### config.mk
export PLATFORM = sky130hd
export DESIGN_NAME = qsts_skid_flat
export DESIGN_NICKNAME = d
export VERILOG_FILES = /design/src/sv/qsts_pkg.sv /design/src/sv/qsts_result_if.sv /design/src/sv/qsts_skid.sv /design/src/flat_wrapper.sv
export SDC_FILE = /design/constraint.sdc
export NUM_CORES = 1
export LEC_CHECK = 0
export BUFFER_PORTS_ARGS = -buffer_cell sky130_fd_sc_hd__buf_4
export CAP_MARGIN = 25
export CORE_UTILIZATION = 23
export CTS_CLUSTER_SIZE = 40
export DETAILED_ROUTE_END_ITERATION = 16
export GPL_ROUTABILITY_DRIVEN = 1
export GPL_TIMING_DRIVEN = 0
export PLACE_DENSITY = 0.39
export SETUP_SLACK_MARGIN = 0.5
export SYNTH_ARGS = -nofsm -noshare
export SYNTH_HDL_FRONTEND = slang
export SYNTH_SLANG_ARGS = --single-unit
### constraint.sdc
create_clock -name clk -period 35.9 [get_ports clk]
set_input_delay 3.59 -clock clk [delete_from_list [all_inputs] [get_ports clk]]
set_output_delay 3.59 -clock clk [all_outputs]
set_load 0.02 [all_outputs]
### src/sv/qsts_pkg.sv
// Package for the quaternion swing/twist split: payload types, fixed-point
// constants and the rounding/saturation helpers shared by the datapath.
// No dependencies.
`timescale 1ns / 1ps
`default_nettype none

package qsts_pkg;

	localparam int FRAC_BITS_DEF = 30;
	localparam int LANES         = 4;
	localparam int SQRT_STAGES   = 32;
	localparam int DIV_STAGES    = 32;

	typedef logic [LANES-1:0][31:0] vec4_t;

	typedef struct packed {
		logic signed [31:0] rot_x;
		logic signed [31:0] rot_y;
		logic signed [31:0] rot_z;
		logic signed [31:0] rot_w;
		logic signed [31:0] axis_x;
		logic signed [31:0] axis_y;
		logic signed [31:0] axis_z;
	} item_t;

	typedef struct packed {
		logic signed [31:0] swing_x;
		logic signed [31:0] swing_y;
		logic signed [31:0] swing_z;
		logic signed [31:0] swing_w;
		logic signed [31:0] twist_x;
		logic signed [31:0] twist_y;
		logic signed [31:0] twist_z;
		logic signed [31:0] twist_w;
		logic               degenerate;
	} result_t;

	localparam logic [31:0] S32_MAX = 32'h7fff_ffff;
	localparam logic [31:0] S32_MIN = 32'h8000_0000;

	// Shift right by frac with rounding half away from zero, then saturate.
	function automatic logic [31:0] rescale(input logic signed [67:0] v, input int frac);
		logic [67:0] m;
		logic [67:0] r;
		logic [31:0] res;
		m = v[67] ? 68'(-v) : 68'(v);
		r = (m + (68'd1 << (frac - 1))) >> frac;
		if (v[67]) begin
			if (r > 68'h8000_0000) res = S32_MIN;
			else                   res = 32'(-r);
		end else begin
			if (r > 68'h7fff_ffff) res = S32_MAX;
			else                   res = r[31:0];
		end
		return res;
	endfunction

	// Negate with saturation: the most negative value maps to the maximum.
	function automatic logic [31:0] neg_sat(input logic [31:0] x);
		logic [31:0] res;
		if (x == S32_MIN) res = S32_MAX;
		else              res = 32'(-x);
		return res;
	endfunction

endpackage

`default_nettype wire

### src/sv/qsts_result_if.sv
// Output channel: valid/ready handshake carrying swing, twist and flag.
// Depends on qsts_pkg for the payload type.
`timescale 1ns / 1ps
`default_nettype none

interface qsts_result_if;
	logic                valid;
	logic                ready;
	qsts_pkg::result_t   data;
	modport source (output valid, output data, input ready);
	modport sink   (input valid, input data, output ready);
endinterface

`default_nettype wire

### src/sv/qsts_skid.sv
// Output register plus one skid entry; frees the pipeline from the
// result-side ready. Depends on qsts_pkg and qsts_result_if.
`timescale 1ns / 1ps
`default_nettype none

module qsts_skid (
	input  wire logic              clk,
	input  wire logic              arst_n,
	input  wire logic              push_v,
	input  wire qsts_pkg::result_t push_data,
	output logic                   en,
	qsts_result_if.source          result
);

	logic              out_v_q;
	logic              skid_v_q;
	qsts_pkg::result_t out_q;
	qsts_pkg::result_t skid_q;
	logic              pop;
	logic              push;
	logic              free;

	assign en   = !skid_v_q;
	assign pop  = out_v_q && result.ready;
	assign push = en && push_v;
	assign free = pop || !out_v_q;

	assign result.valid = out_v_q;
	assign result.data  = out_q;

	always_ff @(posedge clk or negedge arst_n) begin
		if (!arst_n) begin
			out_v_q  <= 1'b0;
			skid_v_q <= 1'b0;
		end else begin
			if (free) out_v_q <= skid_v_q || push;
			if (skid_v_q) begin
				if (free) skid_v_q <= 1'b0;
			end else if (push && !free) begin
				skid_v_q <= 1'b1;
			end
		end
	end

	always_ff @(posedge clk) begin
		if (free) out_q <= skid_v_q ? skid_q : push_data;
		if (!skid_v_q && push && !free) skid_q <= push_data;
	end

	a_skid_behind_out: assert property (@(posedge clk) disable iff (!arst_n)
		skid_v_q |-> out_v_q)
		else $error("skid entry held while output register empty");

	a_skid_on_stall: assert property (@(posedge clk) disable iff (!arst_n)
		$rose(skid_v_q) |-> $past(out_v_q && !result.ready))
		else $error("skid entry filled without an output stall");

endmodule

`default_nettype wire

### src/flat_wrapper.sv
// flat-port wrapper written by rule: the top's interface ports become plain ports
module qsts_skid_flat 
  (clk, arst_n, push_v, push_data, en, result_valid, result_data, result_ready);
  qsts_result_if result_i ();
  input  wire logic clk;
  input  wire logic arst_n;
  input  wire logic push_v;
  input  wire qsts_pkg::result_t push_data;
  output logic en;
  output wire logic [$bits(result_i.valid)-1:0] result_valid;
  output wire logic [$bits(result_i.data)-1:0] result_data;
  input wire logic [$bits(result_i.ready)-1:0] result_ready;
  assign result_valid = result_i.valid;
  assign result_data = result_i.data;
  assign result_i.ready = result_ready;
  qsts_skid u_core (.clk(clk), .arst_n(arst_n), .push_v(push_v), .push_data(push_data), .en(en), .result(result_i));
endmodule
==> results of run 1 <==
-- cells in the final DEF (no fill, tap or decap), drive strengths merged --
cell	synthesis	layout
edfxtp	514	514
clkinv	0	25
clkbuf	0	76
inv	1	4
nand2b	1	1
mux2	257	257
nor2	2	2
nand2	1	1
bufinv	0	5
dfrtp	2	2
buf	29	582
nor3b	1	1
-- cell type report --
class                   count  area share (%)
flip-flops and latches    516            57.1
repair buffers            553            16.1
multi-input cells         262            13.5
clock buffers              76            5.84
well taps                1134            5.24
plain buffers              29            1.07
clock inverters            33            1.04
inverters                   1          0.0139
-- worst min path at each step --
stage | startpoint | endpoint | slack, ps | cells after the start
floorplan | u_core.skid_q[0] | u_core.result.data[0] | 520 | 1
global placement | u_core.skid_q[46] | u_core.result.data[46] | 530 | 1
detailed placement | u_core.skid_q[11] | u_core.result.data[11] | 530 | 1
CTS | u_core.skid_q[153] | u_core.result.data[153] | 540 | 1
global route | u_core.skid_q[125] | u_core.result.data[125] | 550 | 1
finish | u_core.skid_q[236] | u_core.result.data[236] | 540 | 1
-- where the power goes --
group	leakage [nW]	switching, mW	internal [mW]
registers	4.96	0.0113	0.715
clock network	0.916	0.252	0.345
logic	4.61	0.0989	0.0971
-- state kept, by name, indices dropped and copies added (netlist names) --
signal / count
u_core.result.data: 257
u_core.result.valid: 1
u_core.skid_q: 257
u_core.skid_v_q: 1
-- synth_stat cells, drive strengths merged --
| master | count | area share, % |
|---|---|---|
| edfxtp | 514 | 79 |
| mux2 | 257 | 19 |
| nor3b | 1 | 0.039 |
| nand2b | 1 | 0.032 |
| inv | 1 | 0.019 |
| nor2 | 2 | 0.039 |
| dfrtp | 2 | 0.26 |
| nand2 | 1 | 0.019 |
| buf | 29 | 1.5 |
-- logic make-up after synthesis --
logic type,share of synthesized area [%]
flip-flops,79.7
buffers and inverters,1.51
multiplexers,18.7
AND/OR/NAND/NOR,0.129
-- layer usage --
layer  part of all wire [%]  GRT usage (%)
met1                     38           12.6
met2                     48           19.0
met3                     10           5.56
met4                    2.7           3.77
met5                   0.13              0
-- per-stage QoR --
step                      total power [mW]  cell area, um2  std cells  hold slack (ps)
final                                 1.52           27100       2604              541
after floorplan                      0.852           19400        808              523
after global placement               0.967           24800       2461              530
after global routing                  1.58           27100       2604              552
after detailed placement             0.940           25200       2495              531
after CTS                             1.55           27100       2604              542
==> results.yml, run 1 <==
sta:
  setup_violations: 0
  fin_crit_ps: 6700
  hold_viol: 0
  post-route-period-util_pct: 18.7
  fin_skew_ps: 13.8
  setup_slack_ps: 29200
  slew_headroom_pct: 38.2
  rsz0062_at_grt: "false"
  worstMarginPinSlew_ps: 922
  max_freq_mhz: 149
  final_max_slew_viol_count: 0
  tns_ps: 0
die:
  ios: 520
  dieArea_mm2: 0.0857
  die_w_um: 293
  rows: 106
  start_util_pct: 23.2
  fp.dieH_um: 293
  core-area_mm2: 0.0837
setup_path:
  required_ps: 36210
  crit_path_max_incr_delay_ps: 790
  cp-startpoint: "result_ready"
  r2r.worst_path.cells: 12
  path_cells: "buf_4 > nand2b_4 > buf_16 > nor3b_2 > buf_6 > buf_6 > buf_6 > buf_6 > buf_6 > buf_6 > buf_8 > buf_6 > buf_8"
  cp.depth: 13
  worstPathMaxFanout: 55
  r2r-start: "u_core.result.valid"
  ff2ff_setup_slack_ps: 31870
  slowest_stage: "nor3b_2"
  end_kind: "flip-flop"
  regToRegEndpoint: "u_core.skid_q[119]"
  arrival_ps: 7010
  crit_family: "buffers and inverters"
  start_kind: "primary input"
  endpoint: "u_core.skid_q[119]"
  crit_buf_inv: 11
  cpMostUsedCell: "buf_6"
  path_class: "in2reg"
final_layout:
  fill_cells: 8147
  fin_util_pct: 32.4
  diodes: 0
  ff_latch_area_mm2: 0.0155
  nets: 1684
  multi_input_area_mm2: 0.00367
  syn_to_final_growth_pct: 39.4
  final_layout_size_suffix_gt1_share_pct: 62.6
route:
  wl_mm: 49.9
  vias: 9807
  wl_per_cell_um: 19.2
  ant_nets: 0
  drt-vias-per-instance: 3.77
  drt_iter0_markers: 385
  dr.pass1.iters: 6
  remaining_drc_errors: 0
clock_network:
  cts.repair.resized: 0
  cts_tree: "built"
  holdBufCountCts: 0
  worstSkewPairLatency_ps: 620
  clkTransAtPathRegs_ps: 60
  clk_path_buf_depth: 3
  h-tree-depth: 2
  clock_sinks: 516
  clock-root-buffer: "clkbuf_16"
  cts_buffers: 60
  post_cts_buffers: 0
min_path:
  hold_path_class: "reg2reg"
run_status:
  status: "finished, final reports clean"
place:
  port_buffers: 519
  dpl_worst_slack_ps: 28400
  gp_congestion: 0.717
  hpwl_mm: 36.0
global_routing:
  grt_pass1_wl_mm: 72.7
  first_global_vias: 10700
  grt-ovfl-total: 0
  grt_start_max_net_pins: 56
  grt_usage_pct: 11.4
  antenna_found_initial: 6
run:
  drv_cap: 0
synth:
  synth_fp_nets: 1069
  syn_avg_cell_area_um2: 24.1
  yosysSeqAreaShare_pct: 79.7
  ys_types: 11
  ys_warn_count: 0
  synth_area_mm2: 0.0194
  synth-seq-cells: 516
  synth_cells: 808
pwr:
  pwr_density_cell_mw_per_mm2: 56.0
  irDropWorstVdd_v: 0.0000337
  power_leakage_nw: 10.5
Power figures use the tool's default switching activity.
==> inputs of run 2 (changes only) <==
- clock period: 35.9 -> 5.9 ns (I/O delays scaled with it)
==> run 2 against run 1 <==
- non-clock buffer count unchanged
- count of clock-buffer cells in the layout up 8
- via count grew 0.10%
- sequential cell count stayed put
- critical endpoint is now u_core.skid_q[87]
- largest cell class unchanged
==> results.yml, run 2 (synthesis results as in run 1) <==
run_status:
  status: "finished, final reports clean"
global_routing:
  grt_pass1_wl_mm: 73.0
  antenna_found_initial: 4
  grt-ovfl-total: 0
  grt_usage_pct: 11.5
  first_global_vias: 10600
  grt_start_max_net_pins: 59
pwr:
  power_leakage_nw: 10.5
  swShare_pct: 23.8
  power_frac_comb_pct: 12.9
  p_int_mw: 7.05
  p_clk_share_pct: 39.4
  fin_total_pwr_mw: 9.26
  p_seq_share_pct: 47.7
  power_switching_mw: 2.21
  irDropWorstVdd_v: 0.000190
  pwr_density_cell_mw_per_mm2: 341
die:
  rows: 106
  core-area_mm2: 0.0837
  dieArea_mm2: 0.0857
  ios: 520
  start_util_pct: 23.2
  die_w_um: 293
  fp.dieH_um: 293
route:
  remaining_drc_errors: 0
  wl_per_cell_um: 19.3
  drt_iter0_markers: 364
  dr.pass1.iters: 4
  vias: 9817
  ant_nets: 0
  drt-vias-per-instance: 3.76
  wl_mm: 50.5
clock_network:
  cts_buffers: 61
  cts.repair.resized: 0
  worstSkewPairLatency_ps: 610
  clkTransAtPathRegs_ps: 60
  post_cts_buffers: 0
  h-tree-depth: 2
  clk_path_buf_depth: 3
  holdBufCountCts: 1
  clock_sinks: 516
  cts_tree: "built"
  clock-root-buffer: "clkbuf_16"
setup_path:
  end_kind: "flip-flop"
  path_cells: "buf_6 > buf_6 > buf_6 > nor3b_2 > buf_8 > buf_6 > buf_6 > buf_6 > buf_6 > buf_4 > buf_6"
  crit_family: "buffers and inverters"
  crit_path_max_incr_delay_ps: 790
  worstPathMaxFanout: 10
  arrival_ps: 3600
  required_ps: 6220
  slowest_stage: "nor3b_2"
  cpMostUsedCell: "buf_6"
  start_kind: "flip-flop"
  crit_buf_inv: 10
  path_class: "reg2reg"
final_layout:
  fin_cells: 2609
  nets: 1685
  final_layout_size_suffix_gt1_share_pct: 63.1
  final_area_mm2: 0.0271
  fin_util_pct: 32.4
  final_common_cell: "buf_4"
  diodes: 0
  final_cell_mix: "buf_4 (522), edfxtp_1 (514), mux2_4 (197)"
  syn_to_final_growth_pct: 39.7
sta:
  rsz0062_at_grt: "false"
  max_freq_mhz: 304
  setup_violations: 0
  final_max_slew_viol_count: 0
  worstMarginPinSlew_ps: 944
  setup_slack_ps: 2610
  holdWs_ps: 157
  fin_skew_ps: 10.6
  post-route-period-util_pct: 55.7
  hold_viol: 0
  slew_headroom_pct: 36.8
  fin_crit_ps: 3290
  tns_ps: 0
run:
  drv_cap: 0
place:
  gp_congestion: 0.721
  placed_area_mm2: 0.0252
  port_buffers: 519
  dp_cells: 2494
  dpl_worst_slack_ps: 2130
  hpwl_mm: 35.6
min_path:
  hold_path_class: "in2reg"
[run 2: cell count changes in the layout (fill, tap and decap cells not counted), sizes merged]
cell and change:
buf -1, clkbuf +8, dlygate4sd3 +1, bufinv -3, inv -1, clkinvlp +1
[run 2: metal layers]
metal	wire length (um)	track usage, %	vias to the layer above
met2	24400	19.0	330
met5	48	0	-
met1	19800	13.1	4914
met3	5030	5.34	78
met4	1170	3.44	8
li1	-	-	4487
[run 2: power groups by stage]
stage	Clock [mW]	Combinational, mW	Sequential (mW)
after floorplan	0	0.389	4.78
after global placement	0	1.17	4.65
after detailed placement	0	1.23	4.49
after CTS	3.81	1.23	4.42
after global routing	3.93	1.27	4.44
final	3.65	1.19	4.41
[run 2: layout make-up]
cell class | count | area (um2)
plain buffers | 29 | 289
clock buffers | 84 | 1730
clock inverters | 30 | 201
fillers | 8140 | 56500
inverters | 1 | 3.75
multi-input cells | 262 | 3670
flip-flops and latches | 516 | 15500
well taps | 1134 | 1420
repair buffers | 553 | 4350
[run 2: path summary, 6_finish.rpt]
| path | startpoint | end | cells after the start | slack [ps] |
|---|---|---|---|---|
| max | u_core.skid_v_q | u_core.skid_q[87] | 11 | 2610 |
| min | push_data[50] | u_core.skid_q[50] | 1 | 160 |
| max reg2reg | u_core.skid_v_q | u_core.skid_q[87] | 11 | 2610 |
| min reg2reg | u_core.skid_q[65] | u_core.result.data[65] | 1 | 540 |
| max in group asynchronous | arst_n | u_core.result.valid | 2 | 5520 |
| min in group asynchronous | arst_n | u_core.skid_v_q | 2 | 300 |
